<file path="src/design/arp_pkg.sv">
// ------------------------------------------------------------------
// arp_pkg
// relocation type codes, status codes and instruction field masks
// ------------------------------------------------------------------
`default_nettype none

package arp_pkg;

    typedef enum logic [4:0] {
        KIND_ABS64         = 5'd0,
        KIND_PREL64        = 5'd1,
        KIND_ABS32         = 5'd2,
        KIND_PREL32        = 5'd3,
        KIND_ABS16         = 5'd4,
        KIND_PREL16        = 5'd5,
        KIND_ADRP_PG_HI21  = 5'd6,
        KIND_JUMP26        = 5'd7,
        KIND_CALL26        = 5'd8,
        KIND_GOT_PAGE      = 5'd9,
        KIND_ADD_LO12      = 5'd10,
        KIND_LDST8_LO12    = 5'd11,
        KIND_LDST16_LO12   = 5'd12,
        KIND_LDST32_LO12   = 5'd13,
        KIND_LDST64_LO12   = 5'd14,
        KIND_LDST128_LO12  = 5'd15,
        KIND_LD64_GOT_LO12 = 5'd16
    } t_kind;

    typedef enum logic [2:0] {
        ST_OK          = 3'd0,
        ST_UNSUPPORTED = 3'd1,
        ST_NULL_ADDR   = 3'd2,
        ST_RANGE       = 3'd3,
        ST_MISALIGNED  = 3'd4,
        ST_SIZE        = 3'd5
    } t_status;

    localparam logic [3:0] BYTES_2 = 4'd2;
    localparam logic [3:0] BYTES_4 = 4'd4;
    localparam logic [3:0] BYTES_8 = 4'd8;

    // load/store unsigned-offset class detection
    localparam logic [31:0] LDST_CLASS_MASK  = 32'h3B00_0000;
    localparam logic [31:0] LDST_CLASS_MATCH = 32'h3900_0000;
    localparam logic [31:0] LDST_VECTOR_BITS = 32'h0480_0000;

    localparam logic [2:0] SCALE_QWORD = 3'd4;
    localparam logic [2:0] SCALE_DWORD = 3'd3;

endpackage

`default_nettype wire

</file>
<file path="src/design/arp_ifs.sv">
// ------------------------------------------------------------------
// arp channel interfaces
// valid/ready channels for relocation requests and patch results
// ------------------------------------------------------------------
`default_nettype none

interface arp_req_if;
    logic        valid;
    logic        ready;
    logic [4:0]  kind;
    logic [63:0] symbol_addr;
    logic [63:0] slot_addr;
    logic [63:0] place_addr;
    logic [63:0] addend;
    logic [31:0] old_insn;

    modport source (
        output valid, kind, symbol_addr, slot_addr, place_addr, addend, old_insn,
        input  ready
    );
    modport sink (
        input  valid, kind, symbol_addr, slot_addr, place_addr, addend, old_insn,
        output ready
    );
endinterface

interface arp_rsp_if;
    logic        valid;
    logic        ready;
    logic [63:0] patched_value;
    logic [3:0]  write_bytes;
    logic [2:0]  status;

    modport source (
        output valid, patched_value, write_bytes, status,
        input  ready
    );
    modport sink (
        input  valid, patched_value, write_bytes, status,
        output ready
    );
endinterface

`default_nettype wire

</file>
<file path="src/design/aarch64_relocation_patcher_unit.sv">
// ------------------------------------------------------------------
// aarch64_relocation_patcher_unit
// applies one AArch64 ELF relocation per word: value, width, status
// ------------------------------------------------------------------
// usage:
//   i_req carries one relocation word (type code, S, G, P, A and the
//   instruction at P); o_rsp returns one result word per request with
//   the patched value, the byte count to write and a status code.
//   the result word passes the input register, then the result register,
//   after the request is accepted; one request per cycle sustained while
//   o_rsp is ready, with a single pass of add/mask/compare logic between
//   the two registers.
//   when o_rsp stalls, the result register holds its word and the input
//   register still takes one more word; i_req.ready drops only once both
//   are full, and rises again in the cycle the result is taken.
//   reset clears both valid flags; no words are held across reset.
//   a failed check gives a zero value, keeps the type's natural width
//   and reports the first failing check in the status.
// ------------------------------------------------------------------
`default_nettype none

module aarch64_relocation_patcher_unit
    import arp_pkg::*;
(
    input  wire        i_clk,
    input  wire        i_rst_n,
    arp_req_if.sink    i_req,
    arp_rsp_if.source  o_rsp
);

    // input register
    logic        r_s1_valid;
    logic [4:0]  r_s1_kind;
    logic [63:0] r_s1_sym;
    logic [63:0] r_s1_got;
    logic [63:0] r_s1_place;
    logic [63:0] r_s1_addend;
    logic [31:0] r_s1_insn;

    // result register
    logic        r_out_valid;
    logic [63:0] r_out_value;
    logic [3:0]  r_out_bytes;
    logic [2:0]  r_out_status;

    logic        w_out_free;
    logic        w_s1_free;

    logic [63:0] n_value;
    logic [3:0]  n_bytes;
    t_status     n_status;

    assign w_out_free = !r_out_valid || o_rsp.ready;
    assign w_s1_free  = !r_s1_valid || w_out_free;
    assign i_req.ready = w_s1_free;

    always_ff @(posedge i_clk) begin
        if (!i_rst_n) begin
            r_s1_valid <= 1'b0;
        end else if (w_s1_free) begin
            r_s1_valid <= i_req.valid;
        end
        if (w_s1_free && i_req.valid) begin
            r_s1_kind   <= i_req.kind;
            r_s1_sym    <= i_req.symbol_addr;
            r_s1_got    <= i_req.slot_addr;
            r_s1_place  <= i_req.place_addr;
            r_s1_addend <= i_req.addend;
            r_s1_insn   <= i_req.old_insn;
        end
    end

    // address arithmetic
    logic [63:0] w_sa;
    logic [63:0] w_ga;
    logic [63:0] w_sap;
    logic [63:0] w_pg_sym;
    logic [63:0] w_pg_got;
    logic [63:0] w_x;
    logic [11:0] w_x12;
    logic        w_fit16;
    logic        w_fit28;
    logic        w_fit32;
    logic        w_fit33;
    logic [2:0]  w_expect;
    logic [2:0]  w_scale;
    logic [3:0]  w_align_mask;
    logic        w_misaligned;
    logic [11:0] w_lo12_field;
    logic        w_is_got;

    assign w_sa     = r_s1_sym + r_s1_addend;
    assign w_ga     = r_s1_got + r_s1_addend;
    assign w_sap    = w_sa - r_s1_place;
    assign w_pg_sym = {w_sa[63:12], 12'h000} - {r_s1_place[63:12], 12'h000};
    assign w_pg_got = {w_ga[63:12], 12'h000} - {r_s1_place[63:12], 12'h000};
    assign w_is_got = (r_s1_kind == KIND_GOT_PAGE) || (r_s1_kind == KIND_LD64_GOT_LO12);

    always_comb begin
        unique case (r_s1_kind)
            KIND_ABS64, KIND_ABS32, KIND_ABS16: begin
                w_x = w_sa;
            end
            KIND_PREL64, KIND_PREL32, KIND_PREL16, KIND_JUMP26, KIND_CALL26: begin
                w_x = w_sap;
            end
            KIND_ADRP_PG_HI21: begin
                w_x = w_pg_sym;
            end
            KIND_GOT_PAGE: begin
                w_x = w_pg_got;
            end
            KIND_LD64_GOT_LO12: begin
                w_x = {52'd0, w_ga[11:0]};
            end
            default: begin
                w_x = {52'd0, w_sa[11:0]};
            end
        endcase
    end

    assign w_x12   = w_x[11:0];
    // signed fit: all bits from the sign position up agree
    assign w_fit16 = (w_x[63:15] == '0) || (w_x[63:15] == '1);
    assign w_fit28 = (w_x[63:27] == '0) || (w_x[63:27] == '1);
    assign w_fit32 = (w_x[63:31] == '0) || (w_x[63:31] == '1);
    assign w_fit33 = (w_x[63:32] == '0) || (w_x[63:32] == '1);

    always_comb begin
        if (r_s1_kind == KIND_LD64_GOT_LO12) begin
            w_expect = SCALE_DWORD;
        end else if (r_s1_kind >= KIND_LDST8_LO12) begin
            w_expect = 3'(r_s1_kind - KIND_LDST8_LO12);
        end else begin
            w_expect = 3'd0;
        end
    end

    assign w_align_mask = ~(4'hf << w_expect);
    assign w_misaligned = |(w_x12[3:0] & w_align_mask);

    // access size from the load/store encoding, vector q-form gives 4
    always_comb begin
        w_scale = 3'd0;
        if ((r_s1_insn & LDST_CLASS_MASK) == LDST_CLASS_MATCH) begin
            w_scale = {1'b0, r_s1_insn[31:30]};
            if (r_s1_insn[31:30] == 2'd0
                && (r_s1_insn & LDST_VECTOR_BITS) == LDST_VECTOR_BITS) begin
                w_scale = SCALE_QWORD;
            end
        end
    end

    assign w_lo12_field = w_x12 >> w_scale;

    always_comb begin
        if (r_s1_kind == KIND_ABS64 || r_s1_kind == KIND_PREL64) begin
            n_bytes = BYTES_8;
        end else if (r_s1_kind == KIND_ABS16 || r_s1_kind == KIND_PREL16) begin
            n_bytes = BYTES_2;
        end else begin
            n_bytes = BYTES_4;
        end
    end

    always_comb begin
        n_status = ST_OK;
        n_value  = 64'd0;
        priority if (r_s1_place == '0 || r_s1_sym == '0) begin
            n_status = ST_NULL_ADDR;
        end else if (r_s1_kind > KIND_LD64_GOT_LO12) begin
            n_status = ST_UNSUPPORTED;
        end else if (w_is_got && r_s1_got == '0) begin
            n_status = ST_NULL_ADDR;
        end else begin
            unique case (r_s1_kind)
                KIND_ABS64, KIND_PREL64: begin
                    n_value = w_x;
                end
                KIND_ABS32, KIND_PREL32: begin
                    if (!w_fit32) n_status = ST_RANGE;
                    else          n_value  = {32'd0, w_x[31:0]};
                end
                KIND_ABS16, KIND_PREL16: begin
                    if (!w_fit16) n_status = ST_RANGE;
                    else          n_value  = {48'd0, w_x[15:0]};
                end
                KIND_ADRP_PG_HI21, KIND_GOT_PAGE: begin
                    if (!w_fit33 || w_x12 != '0) begin
                        n_status = ST_RANGE;
                    end else begin
                        // immlo in 30:29, immhi in 23:5
                        n_value = {32'd0, r_s1_insn[31], w_x[13:12], r_s1_insn[28:24],
                                   w_x[32:14], r_s1_insn[4:0]};
                    end
                end
                KIND_JUMP26, KIND_CALL26: begin
                    if (!w_fit28) n_status = ST_RANGE;
                    else          n_value  = {32'd0, r_s1_insn[31:26], w_x[27:2]};
                end
                default: begin
                    if (w_misaligned) begin
                        n_status = ST_MISALIGNED;
                    end else if (w_x12 != '0 && w_expect != w_scale) begin
                        n_status = ST_SIZE;
                    end else begin
                        n_value = {32'd0, r_s1_insn[31:22], w_lo12_field, r_s1_insn[9:0]};
                    end
                end
            endcase
        end
    end

    always_ff @(posedge i_clk) begin
        if (!i_rst_n) begin
            r_out_valid <= 1'b0;
        end else if (w_out_free) begin
            r_out_valid <= r_s1_valid;
        end
        if (w_out_free && r_s1_valid) begin
            r_out_value  <= n_value;
            r_out_bytes  <= n_bytes;
            r_out_status <= n_status;
        end
    end

    assign o_rsp.valid         = r_out_valid;
    assign o_rsp.patched_value = r_out_value;
    assign o_rsp.write_bytes   = r_out_bytes;
    assign o_rsp.status        = r_out_status;

endmodule

`default_nettype wire

</file>
<file path="src/flat_wrapper.sv">
// flat-port wrapper written by rule: the top's interface ports become plain ports
module aarch64_relocation_patcher_unit_flat import arp_pkg::*;
  (i_clk, i_rst_n, i_req_valid, i_req_kind, i_req_symbol_addr, i_req_slot_addr, i_req_place_addr, i_req_addend, i_req_old_insn, i_req_ready, o_rsp_valid, o_rsp_patched_value, o_rsp_write_bytes, o_rsp_status, o_rsp_ready);
  arp_req_if i_req_i ();
  arp_rsp_if o_rsp_i ();
  input  wire i_clk;
  input  wire i_rst_n;
  input wire logic [$bits(i_req_i.valid)-1:0] i_req_valid;
  input wire logic [$bits(i_req_i.kind)-1:0] i_req_kind;
  input wire logic [$bits(i_req_i.symbol_addr)-1:0] i_req_symbol_addr;
  input wire logic [$bits(i_req_i.slot_addr)-1:0] i_req_slot_addr;
  input wire logic [$bits(i_req_i.place_addr)-1:0] i_req_place_addr;
  input wire logic [$bits(i_req_i.addend)-1:0] i_req_addend;
  input wire logic [$bits(i_req_i.old_insn)-1:0] i_req_old_insn;
  output wire logic [$bits(i_req_i.ready)-1:0] i_req_ready;
  output wire logic [$bits(o_rsp_i.valid)-1:0] o_rsp_valid;
  output wire logic [$bits(o_rsp_i.patched_value)-1:0] o_rsp_patched_value;
  output wire logic [$bits(o_rsp_i.write_bytes)-1:0] o_rsp_write_bytes;
  output wire logic [$bits(o_rsp_i.status)-1:0] o_rsp_status;
  input wire logic [$bits(o_rsp_i.ready)-1:0] o_rsp_ready;
  assign i_req_i.valid = i_req_valid;
  assign i_req_i.kind = i_req_kind;
  assign i_req_i.symbol_addr = i_req_symbol_addr;
  assign i_req_i.slot_addr = i_req_slot_addr;
  assign i_req_i.place_addr = i_req_place_addr;
  assign i_req_i.addend = i_req_addend;
  assign i_req_i.old_insn = i_req_old_insn;
  assign i_req_ready = i_req_i.ready;
  assign o_rsp_valid = o_rsp_i.valid;
  assign o_rsp_patched_value = o_rsp_i.patched_value;
  assign o_rsp_write_bytes = o_rsp_i.write_bytes;
  assign o_rsp_status = o_rsp_i.status;
  assign o_rsp_i.ready = o_rsp_ready;
  aarch64_relocation_patcher_unit u_core (.i_clk(i_clk), .i_rst_n(i_rst_n), .i_req(i_req_i), .o_rsp(o_rsp_i));
endmodule
</file>
<file path="config.mk">
export PLATFORM = sky130hd
export DESIGN_NAME = aarch64_relocation_patcher_unit_flat
export DESIGN_NICKNAME = d
export VERILOG_FILES = /design/src/design/arp_pkg.sv /design/src/design/arp_ifs.sv /design/src/design/aarch64_relocation_patcher_unit.sv /design/src/flat_wrapper.sv
export SDC_FILE = /design/constraint.sdc
export NUM_CORES = 1
export LEC_CHECK = 0
export BUFFER_PORTS_ARGS = -buffer_cell sky130_fd_sc_hd__buf_2
export CAP_MARGIN = 20
export CORE_MARGIN = 2
export CORE_UTILIZATION = 25
export DETAILED_ROUTE_END_ITERATION = 10
export PLACE_DENSITY = 0.52
export SLEW_MARGIN = 0
export SYNTH_ARGS = -nofsm -noshare
export SYNTH_HDL_FRONTEND = slang
export SYNTH_SLANG_ARGS = --single-unit
</file>
<file path="constraint.sdc">
create_clock -name i_clk -period 6.92 [get_ports i_clk]
set_clock_uncertainty 0.05 [all_clocks]
set_input_delay 0.346 -clock i_clk [delete_from_list [all_inputs] [get_ports i_clk]]
set_output_delay 0.346 -clock i_clk [all_outputs]
set_load 0.1 [all_outputs]
</file>
# Word-level counts from Yosys, hierarchy flattened
# Index checks and enable logic that the tools add are counted.
# classes
addsub	6
mul	0
div	0
magnitude_cmp	2
n_eq_ne	17
shift	2
muxes	22
n_bitwise	2
reduce_logical	38
# ops
op	n
64-bit one-hot mux with 5 select lines	2
64-bit logical NOT	3
64-bit subtractor	3
64-bit adder	2
32-bit 2-to-1 mux	4
64-bit 2-to-1 mux	1
49-bit == test, second input constant	1
49-bit logical NOT	1
37-bit == test, second input constant	1
37-bit logical NOT	1
33-bit == test, second input constant	1
33-bit logical NOT	1
32-bit == test, second input constant	1
32-bit logical NOT	1
3-bit 2-to-1 mux	7
5-bit by 3-bit == test with 1-bit output, second input constant	4
16-bit 2-to-1 mux	1
3-bit one-hot mux with 5 select lines	1
2-bit 2-to-1 mux	6
12-bit nonzero test	1
12-bit by 3-bit right shift with 12-bit output	1
1-bit logical OR	11
5-bit by 2-bit == test with 1-bit output, second input constant	2
5-bit by 4-bit == test with 1-bit output, second input constant	2
18 further kinds	30
# totals
register_bits	366
latch_bits	0
ram_bits	0
rom_bits	0
input_bits	297
mem_count	0

# Depth between registers and ports, before layout
# depth
word_depth	11
depth_mapped	37
ltp_nobuf	35

# Worst setup path before layout
# Ideal clock, no wire load.
# synth_timing
kind	reg-to-reg
start	register u_core.r_out_valid (netlist: u_core.o_rsp.valid)
end	register u_core.r_s1_addend[0], enable pin
t_arrival_ns	8.083
required_ns	6.194
path_slack_ns	-1.889
path_stages_with_launch	4
n_path_buf	0
synth_period_minus_slack_ns	8.809
cell_sequence	dfxtp_1 nor2b_1 nand2_1 and2_1
# synth_via
elab_chain_len	4
# synth_lines
item	line	text
start: declaration	aarch64_relocation_patcher_unit.sv:41	logic r_out_valid;
start signal: assignment	aarch64_relocation_patcher_unit.sv:218	r_out_valid <= r_s1_valid;
1-bit logical NOT	aarch64_relocation_patcher_unit.sv:53	assign w_out_free = !r_out_valid || o_rsp.ready;
1-bit logical OR	aarch64_relocation_patcher_unit.sv:53	
1-bit logical OR	aarch64_relocation_patcher_unit.sv:54	assign w_s1_free = !r_s1_valid || w_out_free;
net i_req_ready	flat_wrapper.sv:15	output wire logic [$bits(i_req_i.ready)-1:0] i_req_ready;
1-bit logical AND	aarch64_relocation_patcher_unit.sv:63	if (w_s1_free && i_req.valid) begin
end signal: assignment	aarch64_relocation_patcher_unit.sv:68	r_s1_addend <= i_req.addend;
end: declaration	aarch64_relocation_patcher_unit.sv:37	logic [63:0] r_s1_addend;
# The timed path passes the listed nets, and every way through them passes these cells.
# A chain may end at the register's enable or synchronous reset.

# Worst setup path in the final report
# layout_timing
start	register u_core.r_s1_addend[7]
end	register u_core.r_out_value[12] (netlist: u_core.o_rsp.patched_value[12]), data pin
# layout_via
elab_chain_len	9
elab_cells_between_ends	30
# layout_lines
item	line	text
64-bit adder, on equally long branches	aarch64_relocation_patcher_unit.sv:93, aarch64_relocation_patcher_unit.sv:92	
64-bit subtractor, on equally long branches	aarch64_relocation_patcher_unit.sv:96, aarch64_relocation_patcher_unit.sv:94, aarch64_relocation_patcher_unit.sv:95	
64-bit one-hot mux with 5 select lines (*)	aarch64_relocation_patcher_unit.sv:100	unique case (r_s1_kind)
32-bit == test / 32-bit logical NOT (equally long branches)	aarch64_relocation_patcher_unit.sv:127	assign w_fit33 = (w_x[63:32] == '0) || (w_x[63:32] == '1);
1-bit logical OR	aarch64_relocation_patcher_unit.sv:127	
1-bit logical NOT	aarch64_relocation_patcher_unit.sv:189	if (!w_fit33 || w_x12 != '0) begin
1-bit logical OR	aarch64_relocation_patcher_unit.sv:189	
32-bit 2-to-1 mux	aarch64_relocation_patcher_unit.sv:189	
64-bit one-hot mux with 5 select lines (*)	aarch64_relocation_patcher_unit.sv:176	unique case (r_s1_kind)
end signal: assignment	aarch64_relocation_patcher_unit.sv:221	r_out_value <= n_value;
end: declaration	aarch64_relocation_patcher_unit.sv:42	logic [63:0] r_out_value;
# Every way passes the cells marked *; elsewhere a longest branch is shown, timed or not.

==> run summary <==
The run finished, with violations left. The checks that failed: negative setup slack. For the worst-skew pair, the clock arrives at the later sink with an insertion delay of 630 ps. The number of global-route vias before repair was 34760.

Final HPWL from detailed placement: 129.2 mm. Headroom to the max-slew limit came out at 23.89%. Summed over all layers, the routed wires come to 156.6 mm.

The count of max-cap constraint violations came out at 0. The number of pins exceeding their max-slew limit in the final report is 0, and the maximum buffer depth of the clock tree is 3. The run gives 2.727% as the met3 routing resource usage after global routing. The mux contribution to synthesized area is 1.256%. The number of antenna repair diodes came out at 0. STA puts the critical path data required time at 7360 ps. The largest vdd supply drop was 0.1654 mV; the vertical die dimension was 351.4 um.

The master of the slowest instance on the critical path was sky130_fd_sc_hd__xnor2_1. The cell count after synthesis came out at 3436. The congestion estimate from routability-driven global placement came to 0.9923. The global routing stage identified its most utilized layer as met2. Leaving out filler cells and counting taps, the final layout contains 6864. The number of endpoints failing setup at the final stage is 34, and the multi-input gate area in the final layout is 0.01992 mm^2. The post-layout worst setup margin is -918.8 ps. The peak fanout along the critical path was 8; the fraction of synthesized cell area in xor and xnor cells was 5.660%.

The number of cells after detailed placement was 6446; the number of synthesized register bits was 353. The root buffer cell chosen for the clock tree is sky130_fd_sc_hd__clkbuf_16. Type of the setup path with the least slack: register to register. The run gives -1453 ps as the worst slack at placement.

Clock tree synthesis inserted a total of 44 buffers. Share of synthesized registers carrying an async set or reset: 0%. Timing would allow up to 127.6 MHz. In this run the cell area of the synthesized design comes to 0.03017 mm^2. The logs give 0 for the count of endpoints failing hold in the final timing report and 5762 for the total number of nets in the final design. For met2 alone, demand over resource in global routing was 41.35%. In this run the horizontal extent of the chip is 351.4 um. The synthesized netlist devotes 18.76% of its cell area to simple gates. Setup repair after global routing could not meet its margin everywhere. The pre-antenna-repair detailed-routing pass consisted of 6 iterations. Counting every net in the synthesized netlist gives 3981.

The first-pass GRT wire length came out at 223.7 mm. The area occupied by registers is 0.01058 mm^2. For the count of filler cells inserted in the layout, the log shows 12190. The post-detailed-route via-to-cell ratio is 5.074, and the number of nets with antenna violations after routing is 0.

The tools report the overall fraction of global-route tracks in use as 24.56%. The tools report the worst flop-to-flop path startpoint as u_core.r_s1_addend[7]$_DFFE_PP_. STA classifies the critical path endpoint as a register. The startpoint identified for the worst hold timing path is i_req_slot_addr[16]. Sequential elements use 35.06% of the synthesized area. The number of antenna violations at the first check in global routing is 2, and the total core area is 0.1198 mm^2. TritonCTS built the clock tree.

The synthesis warning total came out at 0. The dominant register cell in the synthesized netlist is sky130_fd_sc_hd__edfxtp_1. The first routing iteration left 2594 violations. Cells with a size suffix above 1 make up 36.75% of the layout. The count of flip-flops with a built-in enable after synthesis is 351. Each instance of the synthesized netlist takes up on average 8.782 um^2. The worst hold path belongs to the class input pin to register. The pin count of the biggest net entering global routing was 158; the overall via count from detail_route was 34830.

Category of the worst setup path launch point: a register. After detailed routing, the number of remaining DRC violations is 0. In the global route stage, met1 resource usage came out at 31.03%. The level count of the clock H-tree was 2; the wire length per cell after detailed routing was 22.81 um.

In this run the core area contains 127 standard-cell rows. The netlist uses 102 different library cells. In the layout the commonest cells are 1224 x sky130_fd_sc_hd__buf_4, 358 x sky130_fd_sc_hd__buf_2, 351 x sky130_fd_sc_hd__edfxtp_1. Compared with the post-synthesis result, the final layout area differs by 61.02%. During placement, the flow inserted port buffers numbering 356. Summing the areas of all fa, ha and maj instances in the mapped netlist gives 10.38% of the synthesized area. The die covers 0.1235 mm^2. The clock-pin slew on the worst setup and hold paths was 60 ps; the synthesized-area fraction occupied by ao, oa, aoi and oai cells was 25.13%. After global routing the overflow that remains totals 0.

In this run the power density over the cells is 237.9 mW/mm^2. Startpoint of the worst setup timing path: u_core.r_s1_addend[7]$_DFFE_PP_. The leading cell type in the layout, fill and taps excluded is sky130_fd_sc_hd__buf_4. The routed design could run at a clock period as short as 7839 ps. The tools report the arrival time at the worst endpoint as 8270 ps. The static power due to leakage is 21.14 nW. 370 I/O pins were placed. The clock net in this run drives a total of 353 sinks.

The share of the clock period used by the worst path was 113.3%; the starting density of the core was 25.18%. The most prevalent standard cell on the critical path is sky130_fd_sc_hd__buf_4. The longest individual stage delay on the worst path was 660 ps. The transition time at the pin with the least slew margin works out to 1132 ps. After synthesis, the largest family of logic cells by area is compound AO/OA/AOI/OAI gates. For flop-to-flop paths, the worst setup slack is -920 ps.
-- synth_stat cells, drive strengths merged (11+ instances only) --
master    n  area (um^2)
and2     27        168.9
nand3    82        415.4
nand4   100        625.6
o22ai    19        118.9
a221oi   21        183.9
edfxtp  351        10540
a21oi   342         1712
clkbuf  116        436.7
o221a    14        157.6
ha      244         3053
a22oi    13        97.59
xnor2   124         1086
nand3b   11        82.58
a221o    16        160.2
a21o    113        848.3
mux2i    30        300.3
nor3     75        375.4
or2      11        68.81
o21ai   264         1333
o21bai   42        315.3
a21boi   14        105.1
o21a     47        352.8
a31oi    31        193.9
nor4     76        496.7
inv     146        548.0
buf      28        141.4
xor2     71        621.9
a211o    14        122.6
a211oi   25        192.7
nand2b   34        212.7
o221ai   15        137.6
and4     15        131.4
o31ai    24        193.9
nand2   342         1284
a222oi   12        120.1
o211ai   34        255.2
and3     32        200.2
nor2b    22        137.6
or3      36        230.2
nor2    261        979.7
-- timing repair --
item,in CTS,in global routing
hold endpoints to repair,282,0
hold buffers,282,0
buffers inserted,30,27
gates resized for setup,86,147
pin swaps,43,73
setup endpoints to repair,38,40
-- final cells by class --
class	count	share of cell area, %
tap	1612	4.151
inverter	146	1.128
timing repair buffer	1879	28.91
sequential	353	21.78
multi-input combinational	2793	40.99
clock buffer	49	2.392
clock inverter	32	0.6515
-- critical path, delay by kind of cell (launching register included) --
kind            cells  cell delay [ps]
xor+xnor            2              750
simple gates        5             1460
buf+inv             7             1350
flops               1              460
compound gates     14             3050
fa+ha+maj           2              580
-- report_power, final --
group	internal [mW]	switching, mW	leakage [nW]	total [mW]
sequential	2.50	0.100	3.38	2.60
clock	1.37	1.02	0.692	2.39
combinational	3.04	3.53	17.1	6.57
-- per-stage QoR --
stage	power [mW]	utilization, %	area, um^2	hold WS [ps]	TNS (ps)
after CTS	11.32	39.79	47670	17.06	-28490
after detailed placement	8.637	35.66	42730	459.1	-47360
after global placement	8.637	35.65	42710	449.2	-45140
after global routing	12.13	40.55	48590	5.320	-38870
final	11.56	40.55	48590	28.20	-28520
after floorplan	5.493	-	30450	394.9	0
-- layer usage --
layer  up-vias  routed length (um)
met3       280                8122
met4         2                8853
met2      1168               73220
li1      16690                   -
met1     16690               66360
met5         -                  13
-- kinds of logic (layout without fill, tap and decap cells) --
kind of cell,Yosys count,count (layout)
other,1,1
adders and majority gates,248,248
DFF,353,353
AOI/OAI and AO/OA,1158,1158
muxes,37,37
xor gates and xnor gates,195,195
and+or+nand+nor,1154,1154
buffers and inverters,290,2106
-- sequential cells by signal, summed over array words and instances, names as in the netlist, 3 cells and up --
signal,flops
u_core.o_rsp.patched_value,64
u_core.o_rsp.status,3
u_core.o_rsp.write_bytes,3
u_core.r_s1_addend,64
u_core.r_s1_got,64
u_core.r_s1_insn,20
u_core.r_s1_kind,5
u_core.r_s1_place,64
u_core.r_s1_sym,64
-- path summary, 6_finish.rpt --
path                            cells after the start                                            to
worst min register to register                      1               u_core.o_rsp.valid$_SDFFE_PN0P_
worst max register to register                     30  u_core.o_rsp.patched_value[12]$_SDFFCE_PP0P_
worst max-delay path                               30  u_core.o_rsp.patched_value[12]$_SDFFCE_PP0P_
worst min-delay path                                1                 u_core.r_s1_got[16]$_DFFE_PP_
Note: power is estimated with default switching activity, not from simulation.
